[src/sv/iqtr_pkg.sv]
`timescale 1ns / 1ps
// shared types and constants of the quarter-turn image rotator
package iqtr_pkg;

   localparam int DIM_W      = 9;
   localparam int CNT_W      = 18;
   localparam int PIX_W      = 8;
   localparam int CSR_IDX_W  = 4;
   localparam int CSR_DATA_W = 9;
   localparam int TURN_W     = 2;

   localparam logic [CSR_IDX_W-1:0] CSR_ROWS      = CSR_IDX_W'(0);
   localparam logic [CSR_IDX_W-1:0] CSR_COLS      = CSR_IDX_W'(1);
   localparam logic [CSR_IDX_W-1:0] CSR_QUARTERS  = CSR_IDX_W'(2);
   localparam logic [CSR_IDX_W-1:0] CSR_CLOCKWISE = CSR_IDX_W'(3);

   typedef enum logic [1:0] {
      REQ_LOAD    = 2'd0,
      REQ_FETCH   = 2'd1,
      REQ_RESTART = 2'd2,
      REQ_UNKNOWN = 2'd3
   } req_kind_type;

   typedef enum logic [TURN_W-1:0] {
      TURN_NONE = 2'd0,
      TURN_ONE  = 2'd1,
      TURN_TWO  = 2'd2,
      TURN_BACK = 2'd3
   } turn_type;

   typedef struct packed {
      logic [DIM_W-1:0] rows;
      logic [DIM_W-1:0] cols;
      logic [CNT_W-1:0] n;
      turn_type         turns;
      logic [DIM_W-1:0] oc;
   } geom_type;

   typedef struct packed {
      logic take;
      logic store;
      logic clear;
      logic div_start;
      logic addr_calc;
      logic mem_rd;
      logic rsp_load;
      logic rsp_err;
      logic rsp_fetch;
   } cmd_type;

   typedef struct packed {
      req_kind_type kind;
      logic         load_ok;
      logic         fetch_ok;
      logic         dirty;
      logic         div_busy;
      logic         rsp_free;
   } stat_type;

endpackage

[src/sv/iqtr_csr.sv]
`timescale 1ns / 1ps
// configuration registers and derived frame geometry
module iqtr_csr
   import iqtr_pkg::*;
#(
   parameter int MAX_DIM = 256
) (
   input  logic                  clock,
   input  logic                  reset,
   input  logic                  csr_valid,
   output logic                  csr_ready,
   input  logic [CSR_IDX_W-1:0]  csr_index,
   input  logic [CSR_DATA_W-1:0] csr_data,
   output geom_type              geom,
   output logic                  geom_chg
);

   logic [DIM_W-1:0]  rows_ff, rows_in;
   logic [DIM_W-1:0]  cols_ff, cols_in;
   logic [TURN_W-1:0] qt_ff, qt_in;
   logic              cw_ff, cw_in;
   geom_type          geom_ff, geom_in;
   logic [DIM_W-1:0]  rc, cc;
   logic              wr;

   assign csr_ready = 1'b1;
   assign wr        = csr_valid;
   assign geom_chg  = wr && (csr_index == CSR_ROWS || csr_index == CSR_COLS ||
                             csr_index == CSR_QUARTERS || csr_index == CSR_CLOCKWISE);

   always_comb begin
      rows_in = rows_ff;
      cols_in = cols_ff;
      qt_in   = qt_ff;
      cw_in   = cw_ff;
      if (wr) begin
         case (csr_index)
            CSR_ROWS:      rows_in = csr_data;
            CSR_COLS:      cols_in = csr_data;
            CSR_QUARTERS:  qt_in   = csr_data[TURN_W-1:0];
            CSR_CLOCKWISE: cw_in   = csr_data[0];
            default: ;
         endcase
      end
   end

   always_comb begin
      if (rows_ff == '0) begin
         rc = DIM_W'(1);
      end else if (32'(rows_ff) > MAX_DIM) begin
         rc = DIM_W'(MAX_DIM);
      end else begin
         rc = rows_ff;
      end
      if (cols_ff == '0) begin
         cc = DIM_W'(1);
      end else if (32'(cols_ff) > MAX_DIM) begin
         cc = DIM_W'(MAX_DIM);
      end else begin
         cc = cols_ff;
      end
      geom_in.rows  = rc;
      geom_in.cols  = cc;
      geom_in.n     = CNT_W'(CNT_W'(rc) * CNT_W'(cc));
      geom_in.turns = cw_ff ? turn_type'(qt_ff) : turn_type'(TURN_W'(-qt_ff));
      geom_in.oc    = geom_in.turns[0] ? rc : cc;
   end

   always_ff @(posedge clock) begin
      if (reset) begin
         rows_ff <= DIM_W'(1);
         cols_ff <= DIM_W'(1);
         qt_ff   <= '0;
         cw_ff   <= 1'b1;
      end else begin
         rows_ff <= rows_in;
         cols_ff <= cols_in;
         qt_ff   <= qt_in;
         cw_ff   <= cw_in;
      end
   end

   always_ff @(posedge clock) begin
      geom_ff <= geom_in;
   end

   assign geom = geom_ff;

endmodule

[config.mk]
export PLATFORM = sky130hd
export DESIGN_NAME = iqtr_csr
export DESIGN_NICKNAME = d
export VERILOG_FILES = /design/src/sv/iqtr_pkg.sv /design/src/sv/iqtr_csr.sv
export SDC_FILE = /design/constraint.sdc
export NUM_CORES = 1
export LEC_CHECK = 0
export BUFFER_PORTS_ARGS = -buffer_cell sky130_fd_sc_hd__buf_2
export CORE_UTILIZATION = 45
export DETAILED_ROUTE_END_ITERATION = 8
export HOLD_SLACK_MARGIN = 0.02
export PLACE_DENSITY = 0.64
export SLEW_MARGIN = 0
export SYNTH_ARGS = -nofsm -noshare
export SYNTH_HDL_FRONTEND = slang
export SYNTH_SLANG_ARGS = --single-unit
[constraint.sdc]
create_clock -name clock -period 14.25 [get_ports clock]
set_clock_uncertainty 0.2 [all_clocks]
set_input_delay 2.1375 -clock clock [delete_from_list [all_inputs] [get_ports clock]]
set_output_delay 2.1375 -clock clock [all_outputs]
set_load 0.005 [all_outputs]
==> results of run 1 <==
## through the flow
step	utilization [%]	hold WS, ns	std cells	total power (W)
after floorplan	-	0.129	508	0.000207
final	53.4	0.258	700	0.000392
after detailed placement	51.1	0.256	684	0.000214
after CTS	53.4	0.268	700	0.000396
after global placement	51.1	0.245	684	0.000214
after global routing	53.4	0.293	700	0.000405
## cells by family (layout without fill, tap and decap cells)
family                   count (synthesis)  after routing  share of synthesized area [%]
AO/OA/AOI/OAI                           47             47                           7.15
XOR/XNOR                                11             11                           2.06
adder cells (fa/ha/maj)                 88             88                           31.6
buffers and inverters                  113            172                           9.32
flip-flops                              68             68                           29.2
multiplexers                            19             19                           4.13
other                                    1              1                         0.0803
AND/OR/NAND/NOR                        161            161                           16.5
## cell usage in the layout (no fill, tap or decap), drive strengths merged, types with 2 or more instances in the layout
cell type and count:
a211o 2, a21o 3, a21oi 13, and2 14, and4 2, buf 63
bufinv 2, clkbuf 9, clkinv 5, dfxtp 68, fa 50, ha 38
inv 92, mux2 2, mux2i 17, nand2 44, nand2b 17, nand3 3
nor2 63, nor2b 2, nor3 7, nor3b 2, nor4 3, o211ai 4
o21a 3, o21ai 13, o31ai 2, xnor2 10
## per-layer routing
layer	wire length [um]	track usage, %
met3	548	3.38
met2	4440	32.0
met5	0	0
met4	238	8.98
met1	4720	28.4
## area by class of cell
cell class | instances | area (um2) | area share (%)
multi-input combinational | 327 | 2870 | 54.3
clock buffer | 9 | 124 | 2.34
tap | 133 | 166 | 3.15
timing repair buffer | 63 | 315 | 5.96
inverter | 93 | 349 | 6.60
clock inverter | 7 | 98.8 | 1.87
sequential | 68 | 1360 | 25.7
## where the power goes
group / internal (W) / total [W] / leakage, nW / switching (W)
sequential: 0.000192 / 0.000194 / 0.549 / 0.00000152
clock: 0.0000994 / 0.000182 / 0.110 / 0.0000825
combinational: 0.00000644 / 0.0000156 / 2.09 / 0.00000921
total: 0.000298 / 0.000392 / 2.75 / 0.0000933
## cells in the mapped netlist (2+ instances only)
library cell	instances
inv_1	90
dfxtp_1	68
nor2_1	62
fa_1	50
nand2_1	43
ha_1	38
mux2i_1	17
nand2b_1	17
clkbuf_1	15
and2_1	14
o21ai_0	13
a21oi_1	11
xnor2_1	10
nor3_1	7
o211ai_1	4
buf_2	3
nand3_1	3
nor4_1	3
o21a_1	3
a211o_1	2
a21o_1	2
a21oi_2	2
buf_4	2
clkinv_1	2
mux2_2	2
## sequential cells by signal (all words and copies together) (netlist names)
name     cells
qt_ff        2
rows_ff      9
cols_ff      9
cw_ff        1
geom        47
## final timing paths
check | slack (ns) | endpoint | cells after the start | from
worst max-delay path | 8.83 | geom[28] | 15 | rows_ff[8]
worst min-delay path | 0.26 | geom[10] | 1 | qt_ff[1]
worst max register to register | 8.83 | geom[28] | 15 | rows_ff[8]
worst min register to register | 0.26 | geom[10] | 1 | qt_ff[1]
==> flow_summary.toml, run 1 <==
[status]
status = "finished clean"

[critical_path]
crit_family = "adder cells"
worst_path_largest_cell_delay_ns = 0.71
cp-end-kind = "flop"
cp_slowest_cell = "dfxtp_1"
cp-start-kind = "flop"
path_class = "flop to flop"
path_max_fanout = 20
required_ns = 14.30
cp_cell_sequence = "nand2b_1, inv_1, and2_1, fa_1, fa_1, fa_1, inv_1, fa_1, inv_1, ha_1, a21o_2, a31o_4, a21oi_2, a21oi_1, a2111oi_2"
critPathBufInv = 3
cp.arrival_ns = 5.47
crit_path_frequent_cell = "fa_1"

[sta]
post-route-period-util_pct = 38.0
fin_ws_ns = 8.83
tightest_slew_ns = 0.917
hold_viol = 0
final-setup-viol-count = 0
max_freq_mhz = 184
max_slew_margin_pct = 38.6
setup_tns_ns = 0
layout_min_cycle_time_ns = 5.42
rsz0062_at_grt = "no"
slew_violations = 0

[floorplan]
die_height_um = 104
rows = 36
dieArea_um2 = 10800
core-area_um2 = 9910
fp.dieW_um = 104
io_pins = 65
start_util_pct = 47.1

[grt]
grt_pass1_wl_um = 17600
antenna_found_initial = 0
grt_pass1_vias = 3609
overflow = 0
grt_max_degree = 23
gr-usage-all-layers_pct = 20.6

[route]
wl_per_cell_um = 14.2
dr.pass1.iters = 4
via_count = 3499
avgViaCountPerCell = 5.00
drtIter0Drc = 167
drt-total-wl_um = 9940
ant_nets = 0
route.detailed.drc = 0

[synth]
ys_ff_latch = 68
syn_area_um2 = 4670
synth_top_area_share_pct = 29.2
ys_warn_count = 0
synth.area.top_cells = "dfxtp_1, fa_1, ha_1, inv_1, nor2_1"
synth.avg_cell_area_um2 = 9.19
ys_types = 50
ys_async_sr_fraction_pct = 0
synth_ff_type = "dfxtp_1"
synth-edff-count = 0
synth_area_leader_cell = "dfxtp_1"
ys_seq_area_share_pct = 29.2
syn_nets = 612
synthCells = 508

[placement]
dpl_worst_slack_ns = 8.91
dp_hpwl_um = 7760
place_congestion = 0.912
placed_cell_area_um2 = 5060
port-buffer-count = 63

[clock_tree]
postCtsSetupRepairBufs = 0
cts_resized = 0
cts.reportedPaths.clkPinSlew_ns = 0.08
postCtsHoldBufs = 0
cts_tree = "built"
clk_latency_ns = 0.36
clock-sinks = 68
htreeDepth = 3
cts_buffers = 9
clock_path_buffers = 2
cts-root-buf = "clkbuf_8"

[flow_run]
drv_cap = 0

[pwr]
max-vdd-ir-drop_mv = 0.0401
power-per-cell-area_nw_per_um2 = 74.1
leakagePower_nw = 2.75

[final_layout]
antenna_cells = 0
syn2layout_area_growth_pct = 13.2
postLayoutCellArea_um2 = 5290
layout-drive-gt1-share_pct = 17.1
layout.nets = 666
n_fill_cell = 958

[worst_hold_path]
hold_class = "flop to flop"
Power figures use the tool's default switching activity.
==> inputs of run 2 (changes only) <==
- PLACE_DENSITY: 0.64 -> 0.67
- clock period: 14.25 -> 4.4 ns (I/O delays scaled with it)
==> flow_summary.toml, run 2 (synthesis results as in run 1) <==
[pwr]
p_int_w = 0.000974
leakagePower_nw = 3.23
max-vdd-ir-drop_mv = 0.167
switching_share_pct = 23.5
seqPwrFrac_pct = 49.3
clkPwrFrac_pct = 45.3
total_power_w = 0.00127
power-per-cell-area_nw_per_um2 = 204
p_sw_w = 0.000299
p_comb_share_pct = 5.4

[floorplan]
core-area_um2 = 9910
die_height_um = 104
fp.dieW_um = 104
dieArea_um2 = 10800
start_util_pct = 47.1
rows = 36
io_pins = 65

[clock_tree]
cts.reportedPaths.clkPinSlew_ns = 0.09
clk_latency_ns = 0.36
cts_tree = "built"
clock-sinks = 68
htreeDepth = 3
cts-root-buf = "clkbuf_8"
cts_buffers = 9
clock_path_buffers = 2
postCtsHoldBufs = 0

[route]
wl_per_cell_um = 14.0
drt-total-wl_um = 11200
route.detailed.drc = 0
avgViaCountPerCell = 4.87
via_count = 3885
ant_nets = 0
dr.pass1.iters = 4
drtIter0Drc = 172

[critical_path]
worst_path_largest_cell_delay_ns = 0.50
critPathBufInv = 5
crit_path_frequent_cell = "fa_1"
cp_cell_sequence = "nor4_4, a21oi_2, or2_4, inv_4, and2_4, fa_1, inv_2, fa_2, fa_1, fa_1, inv_2, ha_4, buf_4, o211ai_1, buf_4, a31oi_4, o41ai_4, xnor2_1"
path_class = "flop to flop"
cp.arrival_ns = 4.70
reg2reg_depth = 18
cp_slowest_cell = "fa_1"
cp-start-kind = "flop"
crit_family = "adder cells"
required_ns = 4.50
path_max_fanout = 4
cp-end-kind = "flop"
path_depth = 18

[status]
failed_checks = "setup timing"
status = "finished with violations"

[sta]
slew_violations = 0
max_slew_margin_pct = 35.8
hold_viol = 0
layout_min_cycle_time_ns = 4.60
rsz0062_at_grt = "yes"
max_freq_mhz = 217
fin_ws_ns = -0.204
setup_tns_ns = -1.08
post-route-period-util_pct = 105
tightest_slew_ns = 0.959
final-setup-viol-count = 8

[final_layout]
largest_register_ffs = 47
layout-drive-gt1-share_pct = 35.2
n_fill_cell = 842
syn2layout_area_growth_pct = 33.7
final_common_cell = "buf_4"
antenna_cells = 0
layout.nets = 765
layout_common_cells = "buf_4, inv_1, dfxtp_1, buf_2, nor2_1"
postLayoutCellArea_um2 = 6240

[grt]
antenna_found_initial = 0
grt_pass1_wl_um = 19700
grt_max_degree = 22
overflow = 0
grt_pass1_vias = 4194
gr-usage-all-layers_pct = 22.9

[placement]
place_congestion = 0.866
dp_hpwl_um = 8820
port-buffer-count = 63
placed_cell_area_um2 = 5810

[worst_hold_path]
hold_class = "flop to flop"
holdPathStages = 1

[flow_run]
drv_cap = 0
-- run 2: power groups by stage --
| stage | Combinational, W | Sequential, W | Clock [W] |
|---|---|---|---|
| floorplan | 0.0000311 | 0.000642 | 0 |
| global placement | 0.0000638 | 0.000641 | 0 |
| detailed placement | 0.0000650 | 0.000642 | 0 |
| CTS | 0.0000677 | 0.000627 | 0.000591 |
| global route | 0.0000760 | 0.000628 | 0.000612 |
| finish | 0.0000689 | 0.000628 | 0.000577 |
-- run 2: repair_timing --
action / 4_1_cts / 5_1_grt
endpoints found under the setup margin: 9 / 9
hold endpoints to repair: 0 / 0
pin swaps: 18 / 7
gates resized for setup: 30 / 8
buffers inserted: 7 / 5
-- run 2: final timing paths --
check        startpoint  slack [ns]  endpoint
max          rows_ff[7]       -0.20  geom[25]
max reg2reg  rows_ff[7]       -0.20  geom[25]
min            qt_ff[1]        0.27  geom[10]
min reg2reg    qt_ff[1]        0.27  geom[10]
-- run 2: final cells by class --
class / instances / area [um2] / share of cell area, %
Inverter: 93 / 358 / 5.73
Tap cell: 133 / 166 / 2.67
Multi-Input combinational cell: 327 / 3080 / 49.3
Timing Repair Buffer: 162 / 1060 / 17.0
Clock inverter: 6 / 88.8 / 1.42
Sequential cell: 68 / 1370 / 21.9
Clock buffer: 9 / 124 / 1.98
-- run 2: stage by stage --
stage          instances  hold WS (ns)  utilization, %  setup WS, ns
2_1_floorplan        508         0.129               -       -0.0145
3_3_place_gp         771         0.243            58.6        -0.290
3_5_place_dp         771         0.269            58.6        -0.410
4_1_cts              793         0.278            62.2        -0.142
5_1_grt              798         0.291            63.0        -0.393
6_report             798         0.266            63.0        -0.204
-- run 2: per-layer routing --
layer | wire length (um) | vias up | GRT usage, %
met4 | 216 | 0 | 6.73
met2 | 5540 | 98 | 40.1
li1 | - | 1874 | -
met3 | 461 | 20 | 4.14
met5 | 0 | - | 0
met1 | 4950 | 1893 | 28.8
