===== src/sv/iqtr_pkg.sv =====
`timescale 1ns / 1ps
// shared types and constants of the quarter-turn image rotator
package iqtr_pkg;

   localparam int DIM_W      = 9;
   localparam int CNT_W      = 18;
   localparam int PIX_W      = 8;
   localparam int CSR_IDX_W  = 4;
   localparam int CSR_DATA_W = 9;
   localparam int TURN_W     = 2;

   localparam logic [CSR_IDX_W-1:0] CSR_ROWS      = CSR_IDX_W'(0);
   localparam logic [CSR_IDX_W-1:0] CSR_COLS      = CSR_IDX_W'(1);
   localparam logic [CSR_IDX_W-1:0] CSR_QUARTERS  = CSR_IDX_W'(2);
   localparam logic [CSR_IDX_W-1:0] CSR_CLOCKWISE = CSR_IDX_W'(3);

   typedef enum logic [1:0] {
      REQ_LOAD    = 2'd0,
      REQ_FETCH   = 2'd1,
      REQ_RESTART = 2'd2,
      REQ_UNKNOWN = 2'd3
   } req_kind_type;

   typedef enum logic [TURN_W-1:0] {
      TURN_NONE = 2'd0,
      TURN_ONE  = 2'd1,
      TURN_TWO  = 2'd2,
      TURN_BACK = 2'd3
   } turn_type;

   typedef struct packed {
      logic [DIM_W-1:0] rows;
      logic [DIM_W-1:0] cols;
      logic [CNT_W-1:0] n;
      turn_type         turns;
      logic [DIM_W-1:0] oc;
   } geom_type;

   typedef struct packed {
      logic take;
      logic store;
      logic clear;
      logic div_start;
      logic addr_calc;
      logic mem_rd;
      logic rsp_load;
      logic rsp_err;
      logic rsp_fetch;
   } cmd_type;

   typedef struct packed {
      req_kind_type kind;
      logic         load_ok;
      logic         fetch_ok;
      logic         dirty;
      logic         div_busy;
      logic         rsp_free;
   } stat_type;

endpackage


===== src/sv/iqtr_ctrl.sv =====
`timescale 1ns / 1ps
// transaction sequencer of the rotator
module iqtr_ctrl
   import iqtr_pkg::*;
(
   input  logic     clock,
   input  logic     reset,
   input  logic     req_tvalid,
   output logic     req_tready,
   input  stat_type stat,
   output cmd_type  cmd
);

   typedef enum logic [2:0] {
      S_IDLE,
      S_CHECK,
      S_DIV,
      S_ADDR,
      S_READ,
      S_RESP
   } state_type;

   state_type state_ff, state_in;
   logic      err_ff, err_in;
   logic      fetch_ff, fetch_in;

   assign req_tready = (state_ff == S_IDLE);

   always_comb begin
      state_in = state_ff;
      err_in   = err_ff;
      fetch_in = fetch_ff;
      cmd      = '0;
      case (state_ff)
         S_IDLE: begin
            cmd.take = req_tvalid;
            if (req_tvalid) begin
               state_in = S_CHECK;
            end
         end
         S_CHECK: begin
            err_in   = 1'b0;
            fetch_in = 1'b0;
            state_in = S_RESP;
            case (stat.kind)
               REQ_LOAD: begin
                  cmd.store = stat.load_ok;
                  err_in    = !stat.load_ok;
               end
               REQ_FETCH: begin
                  if (!stat.fetch_ok) begin
                     err_in = 1'b1;
                  end else if (stat.dirty) begin
                     cmd.div_start = 1'b1;
                     fetch_in      = 1'b1;
                     state_in      = S_DIV;
                  end else begin
                     fetch_in = 1'b1;
                     state_in = S_ADDR;
                  end
               end
               REQ_RESTART: begin
                  cmd.clear = 1'b1;
               end
               default: begin
                  err_in = 1'b1;
               end
            endcase
         end
         S_DIV: begin
            if (!stat.div_busy) begin
               state_in = S_ADDR;
            end
         end
         S_ADDR: begin
            cmd.addr_calc = 1'b1;
            state_in      = S_READ;
         end
         S_READ: begin
            cmd.mem_rd = 1'b1;
            state_in   = S_RESP;
         end
         S_RESP: begin
            if (stat.rsp_free) begin
               cmd.rsp_load = 1'b1;
               state_in     = S_IDLE;
            end
         end
         default: begin
            state_in = S_IDLE;
         end
      endcase
      cmd.rsp_err   = err_ff;
      cmd.rsp_fetch = fetch_ff;
   end

   always_ff @(posedge clock) begin
      if (reset) begin
         state_ff <= S_IDLE;
         err_ff   <= 1'b0;
         fetch_ff <= 1'b0;
      end else begin
         state_ff <= state_in;
         err_ff   <= err_in;
         fetch_ff <= fetch_in;
      end
   end

endmodule


===== config.mk =====
export PLATFORM = sky130hd
export DESIGN_NAME = iqtr_ctrl
export DESIGN_NICKNAME = d
export VERILOG_FILES = /design/src/sv/iqtr_pkg.sv /design/src/sv/iqtr_ctrl.sv
export SDC_FILE = /design/constraint.sdc
export NUM_CORES = 1
export LEC_CHECK = 0
export BUFFER_PORTS_ARGS = -buffer_cell sky130_fd_sc_hd__buf_2
export CAP_MARGIN = 20
export CORE_AREA = 2 2 39 41
export CTS_BUF_LIST = sky130_fd_sc_hd__clkbuf_4 sky130_fd_sc_hd__clkbuf_8
export CTS_CLUSTER_SIZE = 8
export DETAILED_ROUTE_END_ITERATION = 10
export DIE_AREA = 0 0 41 43
export PLACE_DENSITY_LB_ADDON = 0.25
export SYNTH_ARGS = -nofsm -noshare
export SYNTH_HDL_FRONTEND = slang
export SYNTH_SLANG_ARGS = --single-unit

===== constraint.sdc =====
create_clock -name clock -period 1.62 [get_ports clock]
set_clock_uncertainty 0.05 [all_clocks]
set_input_delay 0.324 -clock clock [delete_from_list [all_inputs] [get_ports clock]]
set_output_delay 0.324 -clock clock [all_outputs]
set_load 0.01 [all_outputs]

==> flow_summary.ini, run 1 <==
[final_layout]
multiInputGateArea_um2 = 242.7
fin_nets = 81
layout.filler_cells = 156
non_filler_instance_count_after_layout = 86
proportion_of_layout_cells_with_a_drive_suffix_above_1_pct = 47.14
postLayoutCoreUtil_pct = 37.97
design_area_um2 = 525.5
register_area_um2 = 103.9
antenna_cells = 0
area_added_between_synthesis_and_finish_pct = 45.83

[clock_network]
cts_inserted_buffers = 3
clock_sinks = 5
cts_hold_buffers = 0
clkSlewWorstSetupHoldPaths_ps = 40
htree_num_levels = 1
insertion_delay_ps = 230
cts_tree = yes
clk_path_buf_depth = 2
clock_tree.root_cell = sky130_fd_sc_hd__clkbuf_4

[logic_synthesis]
synth_async_sr_flop_share_pct = 0
synthesis.nets = 58
synthesis.area_um2 = 360.3
synth_edf_count = 0
synth_cell_types = 26
syn_area_per_cell_um2 = 7.507
primary_ff_master_synth = sky130_fd_sc_hd__dfxtp_1
syn_inst = 48
sequential_cell_area_fraction_in_the_yosys_report_pct = 27.78
synth-seq-cells = 5
synth.yosys.warnings = 0

[placed_design]
dpl.hpwl_um = 661.9
port_buffers = 19
placed_cells_incl_taps = 81
worst_slack_at_placement_ps = 154.1
gp_routability_congestion = 0.6225
postPlaceCellArea_um2 = 467.9

[floorplanning]
rows = 14
core_outline_area_mm2 = 0.001384
die_area_mm2 = 0.001763
die_h_um = 43
io_pins = 20
initial_util_pct = 26.04
floorplan.die.width_um = 41

[worst_setup_path]
reg2reg_slack_ps = 330
critPathKind = flop to output port
critical_path.reg2reg.startpoint = state_ff[2]
start_kind = flop
timing.critical_path.required_ps = 1250
arrival_ps = 1160
cp_max_fo = 10
rr_worst_depth = 3
endpoint_type_of_the_worst_setup_path = output port
rr_endpoint = err_ff

[pwr]
pwr-share-seq_pct = 34.1
power.density_cell_area_mw_per_mm2 = 834.0
power_leakage_nw = 0.2448
power_mw = 0.4383
intPower_mw = 0.3090
power_frac_clock_pct = 35.4
vdd_drop_max_v = 0.0003346
switching_share_pct = 29.49
power.switching_mw = 0.1292
power.combinational.fraction_pct = 30.5

[detailed_routing]
num_vias = 417
post_dr_wirelength_cell_um = 9.837
first_iter_violations = 2
drt-vias-per-instance = 4.849
drc_errors = 0
detail_route.first_pass.iterations = 3
drt-total-wl_um = 846
antenna_left = 0

[grt]
first_pass_grt_wire_length_um = 1331
grt_antenna_before_repair = 0
grt_use_total_pct = 10.87
grt_overflow = 0
maximum_number_of_pins_on_one_net_before_global_route_repair = 14
number_of_global_route_vias_before_repair = 361

[worst_hold_path]
min_delay_path_depth = 2
min_to = err_ff
hold_path_class = input port to flop
worstHoldStart = reset

[sta]
totalNegativeSetupSlack_ps = 0
setup-violations-final = 0
timing.slew.headroom_pct = 78.67
timing_hold_violations_final = 0
grt_setup_unrepaired = false
timing.final.ws_setup_ps = 90.62
tightest_slew_ps = 319.1
fin_hold_ws_ps = 268.1
max_freq_ghz = 0.6539
period_share_pct = 94.41
final-max-slew-violation-count = 0
post_layout_minimum_cycle_time_ps = 1529

[run_status]
run_status = finished clean

[flow_run]
drv.max_cap_violation_count = 0
power by group through the flow:
stage | Combinational, mW | Clock [mW] | Sequential, mW
CTS | 0.123 | 0.161 | 0.148
detailed placement | 0.123 | 0 | 0.150
finish | 0.134 | 0.155 | 0.150
global placement | 0.124 | 0 | 0.150
floorplan | 0.0830 | 0 | 0.143
global route | 0.151 | 0.169 | 0.152
synthesized netlist by cell type (2+ instances only):
cell	number	share of area, %
sky130_fd_sc_hd__and3_1	2	3.5
sky130_fd_sc_hd__buf_2	3	4.2
sky130_fd_sc_hd__dfxtp_1	5	28
sky130_fd_sc_hd__nand2_1	3	3.1
sky130_fd_sc_hd__nor3_1	5	6.9
sky130_fd_sc_hd__nand2b_1	2	3.5
sky130_fd_sc_hd__nor2_1	7	7.3
sky130_fd_sc_hd__buf_4	2	4.2
sky130_fd_sc_hd__a21oi_1	2	2.8
flip-flops by register name, summed over array words and instances (netlist names):
| signal | flops |
|---|---|
| err_ff | 1 |
| fetch_ff | 1 |
| state_ff | 3 |
cell families (layout without fill, tap and decap cells):
family                 after synthesis  after routing  share of synthesized area [%]
muxes                                2              2                          5.903
AOI/OAI and AO/OA                    9              9                          17.01
buffers and inverters                6             28                          9.372
and+or+nand+nor                     26             26                          39.93
DFF                                  5              5                          27.78
worst max path at each step:
stage,start,endpoint,slack (ps),cells past startpoint
after floorplan,state_ff[2],cmd[6],280,2
after global placement,stat[6],cmd[5],170,5
after detailed placement,stat[6],cmd[5],150,5
after CTS,state_ff[1],cmd[7],10,4
after global routing,state_ff[2],cmd[6],3,3
final,state_ff[2],cmd[6],90,3
worst max-delay path, cell delays in order (launching register included):
cell                      delay (ps)
sky130_fd_sc_hd__dfxtp_4         370
sky130_fd_sc_hd__buf_4           150
sky130_fd_sc_hd__nor4b_2         240
sky130_fd_sc_hd__buf_2           160
final cells by class:
cell class	count	area share [%]
well taps	16	3.810
clock buffers	4	5.714
flip-flops and latches	5	19.76
repair buffers	23	23.81
inverters	1	0.7143
multi-input cells	37	46.19
timing repair:
| action | in CTS | in global routing |
|---|---|---|
| setup buffers | 0 | 1 |
| setup endpoints to repair | 2 | 2 |
| pin swaps | 0 | 0 |
| hold endpoints to repair | 0 | 0 |
| gates resized for setup | 1 | 5 |
routing by layer:
| metal | GRT usage (%) | vias up | wire (um) |
|---|---|---|---|
| met5 | 0 | - | 0 |
| met4 | 6.000 | 0 | 0 |
| met3 | 1.571 | 0 | 63 |
| met2 | 18.44 | 14 | 401 |
| met1 | 11.97 | 182 | 381 |
| li1 | - | 221 | - |
cell usage in the layout (no fill, tap or decap):
master / instances
sky130_fd_sc_hd__o22ai_1: 1
sky130_fd_sc_hd__nor4b_2: 1
sky130_fd_sc_hd__and3_1: 2
sky130_fd_sc_hd__nor2_1: 6
sky130_fd_sc_hd__mux2i_1: 1
sky130_fd_sc_hd__a311oi_1: 1
sky130_fd_sc_hd__buf_2: 19
sky130_fd_sc_hd__o21ai_0: 1
sky130_fd_sc_hd__o21ai_1: 1
sky130_fd_sc_hd__nand2b_4: 1
sky130_fd_sc_hd__nand2b_1: 1
sky130_fd_sc_hd__clkbuf_4: 4
sky130_fd_sc_hd__dfxtp_4: 1
sky130_fd_sc_hd__o211ai_1: 1
sky130_fd_sc_hd__inv_1: 1
sky130_fd_sc_hd__nor4_1: 1
sky130_fd_sc_hd__o31a_1: 1
sky130_fd_sc_hd__mux2_2: 1
sky130_fd_sc_hd__or4_1: 1
sky130_fd_sc_hd__and3b_4: 1
sky130_fd_sc_hd__a21oi_1: 2
sky130_fd_sc_hd__buf_4: 4
sky130_fd_sc_hd__nor2b_1: 1
sky130_fd_sc_hd__nand2_1: 3
sky130_fd_sc_hd__nor3_1: 5
sky130_fd_sc_hd__nand3b_1: 1
sky130_fd_sc_hd__nor3b_1: 1
sky130_fd_sc_hd__a2111oi_1: 1
sky130_fd_sc_hd__dfxtp_1: 4
sky130_fd_sc_hd__nor2_2: 1
(Power assumes the default switching activity.)
==> inputs of run 2 (changes only) <==
CTS_BUF_LIST = not set   (was sky130_fd_sc_hd__clkbuf_4 sky130_fd_sc_hd__clkbuf_8)
HOLD_SLACK_MARGIN = 0.05   (was not set)
==> flow_summary.ini, run 2 (synthesis results as in run 1) <==
[run_status]
run_status = finished clean

[detailed_routing]
post_dr_wirelength_cell_um = 9.847
detail_route.first_pass.iterations = 2
drt-vias-per-instance = 4.871
first_iter_violations = 1
drt-total-wl_um = 837
antenna_left = 0
num_vias = 414
drc_errors = 0

[grt]
grt_antenna_before_repair = 0
grt_overflow = 0
maximum_number_of_pins_on_one_net_before_global_route_repair = 14
first_pass_grt_wire_length_um = 1331
number_of_global_route_vias_before_repair = 360
grt_use_total_pct = 10.97

[placed_design]
port_buffers = 19
dpl.hpwl_um = 661.9
postPlaceCellArea_um2 = 467.9
worst_slack_at_placement_ps = 154.1
gp_routability_congestion = 0.6225

[clock_network]
clock_sinks = 5
cts_tree = yes
htree_num_levels = 1
cts_inserted_buffers = 3
insertion_delay_ps = 230
clk_path_buf_depth = 2
clock_tree.root_cell = sky130_fd_sc_hd__clkbuf_4
cts_hold_buffers = 0
clkSlewWorstSetupHoldPaths_ps = 50

[worst_setup_path]
rr_worst_depth = 3
critPathKind = flop to output port
arrival_ps = 1160
cp_max_fo = 6
cpPeakStageDelay_ps = 300
endpoint_type_of_the_worst_setup_path = output port
timing.critical_path.depth = 4
crit_path_cell_trace = nand2b_2 > nor2_2 > and3_1 > buf_2
worst_path_max_delay_cell = sky130_fd_sc_hd__dfxtp_1
start_kind = flop
timing.critical_path.required_ps = 1250
path_buf_inv = 1
critical_path.top_delay_family = simple AND/OR/NAND/NOR gates

[worst_hold_path]
hold_path_class = input port to flop
min_delay_path_depth = 2

[final_layout]
proportion_of_layout_cells_with_a_drive_suffix_above_1_pct = 44.93
largest-register = state_ff
area_added_between_synthesis_and_finish_pct = 41.32
design_area_um2 = 509.2
antenna_cells = 0
largestRegisters = state_ff: 3 flops, err_ff: 1 flops, fetch_ff: 1 flops
most_frequent_standard_cell_in_the_layout_excluding_fill_and_tap_cells = sky130_fd_sc_hd__buf_2
postLayoutCoreUtil_pct = 36.80
largest_register_ffs = 3
fin_nets = 80
mostFrequentLayoutCells = 19 x sky130_fd_sc_hd__buf_2, 6 x sky130_fd_sc_hd__nor2_1, 5 x sky130_fd_sc_hd__nor3_1

[pwr]
power.density_cell_area_mw_per_mm2 = 811.1
power_leakage_nw = 0.2348
power_mw = 0.4131
vdd_drop_max_v = 0.0004362

[floorplanning]
rows = 14
die_area_mm2 = 0.001763
initial_util_pct = 26.04
die_h_um = 43
core_outline_area_mm2 = 0.001384
io_pins = 20
floorplan.die.width_um = 41

[sta]
period_share_pct = 94.59
timing.final.ws_setup_ps = 87.59
timing.slew.headroom_pct = 78.76
timing_hold_violations_final = 0
fin_hold_ws_ps = 270.0
max_freq_ghz = 0.6526
final-max-slew-violation-count = 0
setup-violations-final = 0
post_layout_minimum_cycle_time_ps = 1532
grt_setup_unrepaired = true
tightest_slew_ps = 317.7

[flow_run]
drv.max_cap_violation_count = 0
-- run 2: final cells by class --
| type | count | area [um2] |
|---|---|---|
| inverter | 1 | 3.754 |
| sequential | 5 | 103.9 |
| timing repair buffer | 22 | 117.6 |
| fill | 162 | 874.6 |
| clock buffer | 4 | 26.28 |
| multi-input combinational | 37 | 237.7 |
| tap | 16 | 20.02 |
-- run 2: worst paths after layout --
check           end  slack (ps)        start
max          cmd[7]          90  state_ff[1]
max reg2reg  err_ff         330  state_ff[2]
min          err_ff         270        reset
min reg2reg  err_ff         420       err_ff
-- run 2: through the flow --
step | cells | TNS (ps)
final | 85 | 0
after global routing | 85 | -3.490
after CTS | 85 | 0
after detailed placement | 81 | 0
after global placement | 81 | 0
after floorplan | 48 | 0
-- run 2: worst reg2reg max path, cell delays in order (launching register included) --
cell                      delay (ps)
sky130_fd_sc_hd__dfxtp_4         370
sky130_fd_sc_hd__buf_4           160
sky130_fd_sc_hd__or4_1           510
sky130_fd_sc_hd__a21oi_1         140
-- run 2: power breakdown --
| group | internal (mW) | total (mW) | leakage (nW) | switching (mW) |
|---|---|---|---|---|
| combinational | 0.0585 | 0.126 | 0.178 | 0.0678 |
| sequential | 0.135 | 0.150 | 0.0417 | 0.0141 |
| clock | 0.0927 | 0.137 | 0.0150 | 0.0445 |
| total | 0.287 | 0.413 | 0.235 | 0.126 |
-- run 2: metal layers --
layer | global-route usage (%) | vias to the layer above | share of wire (%)
met4 | 6.000 | 0 | 1.6
met2 | 18.75 | 14 | 47
li1 | - | 220 | -
met1 | 11.97 | 178 | 44
met5 | 0 | - | 0
met3 | 1.571 | 2 | 7.2
-- run 2: repair_timing --
| item | in CTS | in global routing |
|---|---|---|
| resized for setup | 1 | 4 |
| setup endpoints to repair | 2 | 2 |
| gates cloned | 0 | 0 |
| setup buffers | 0 | 0 |
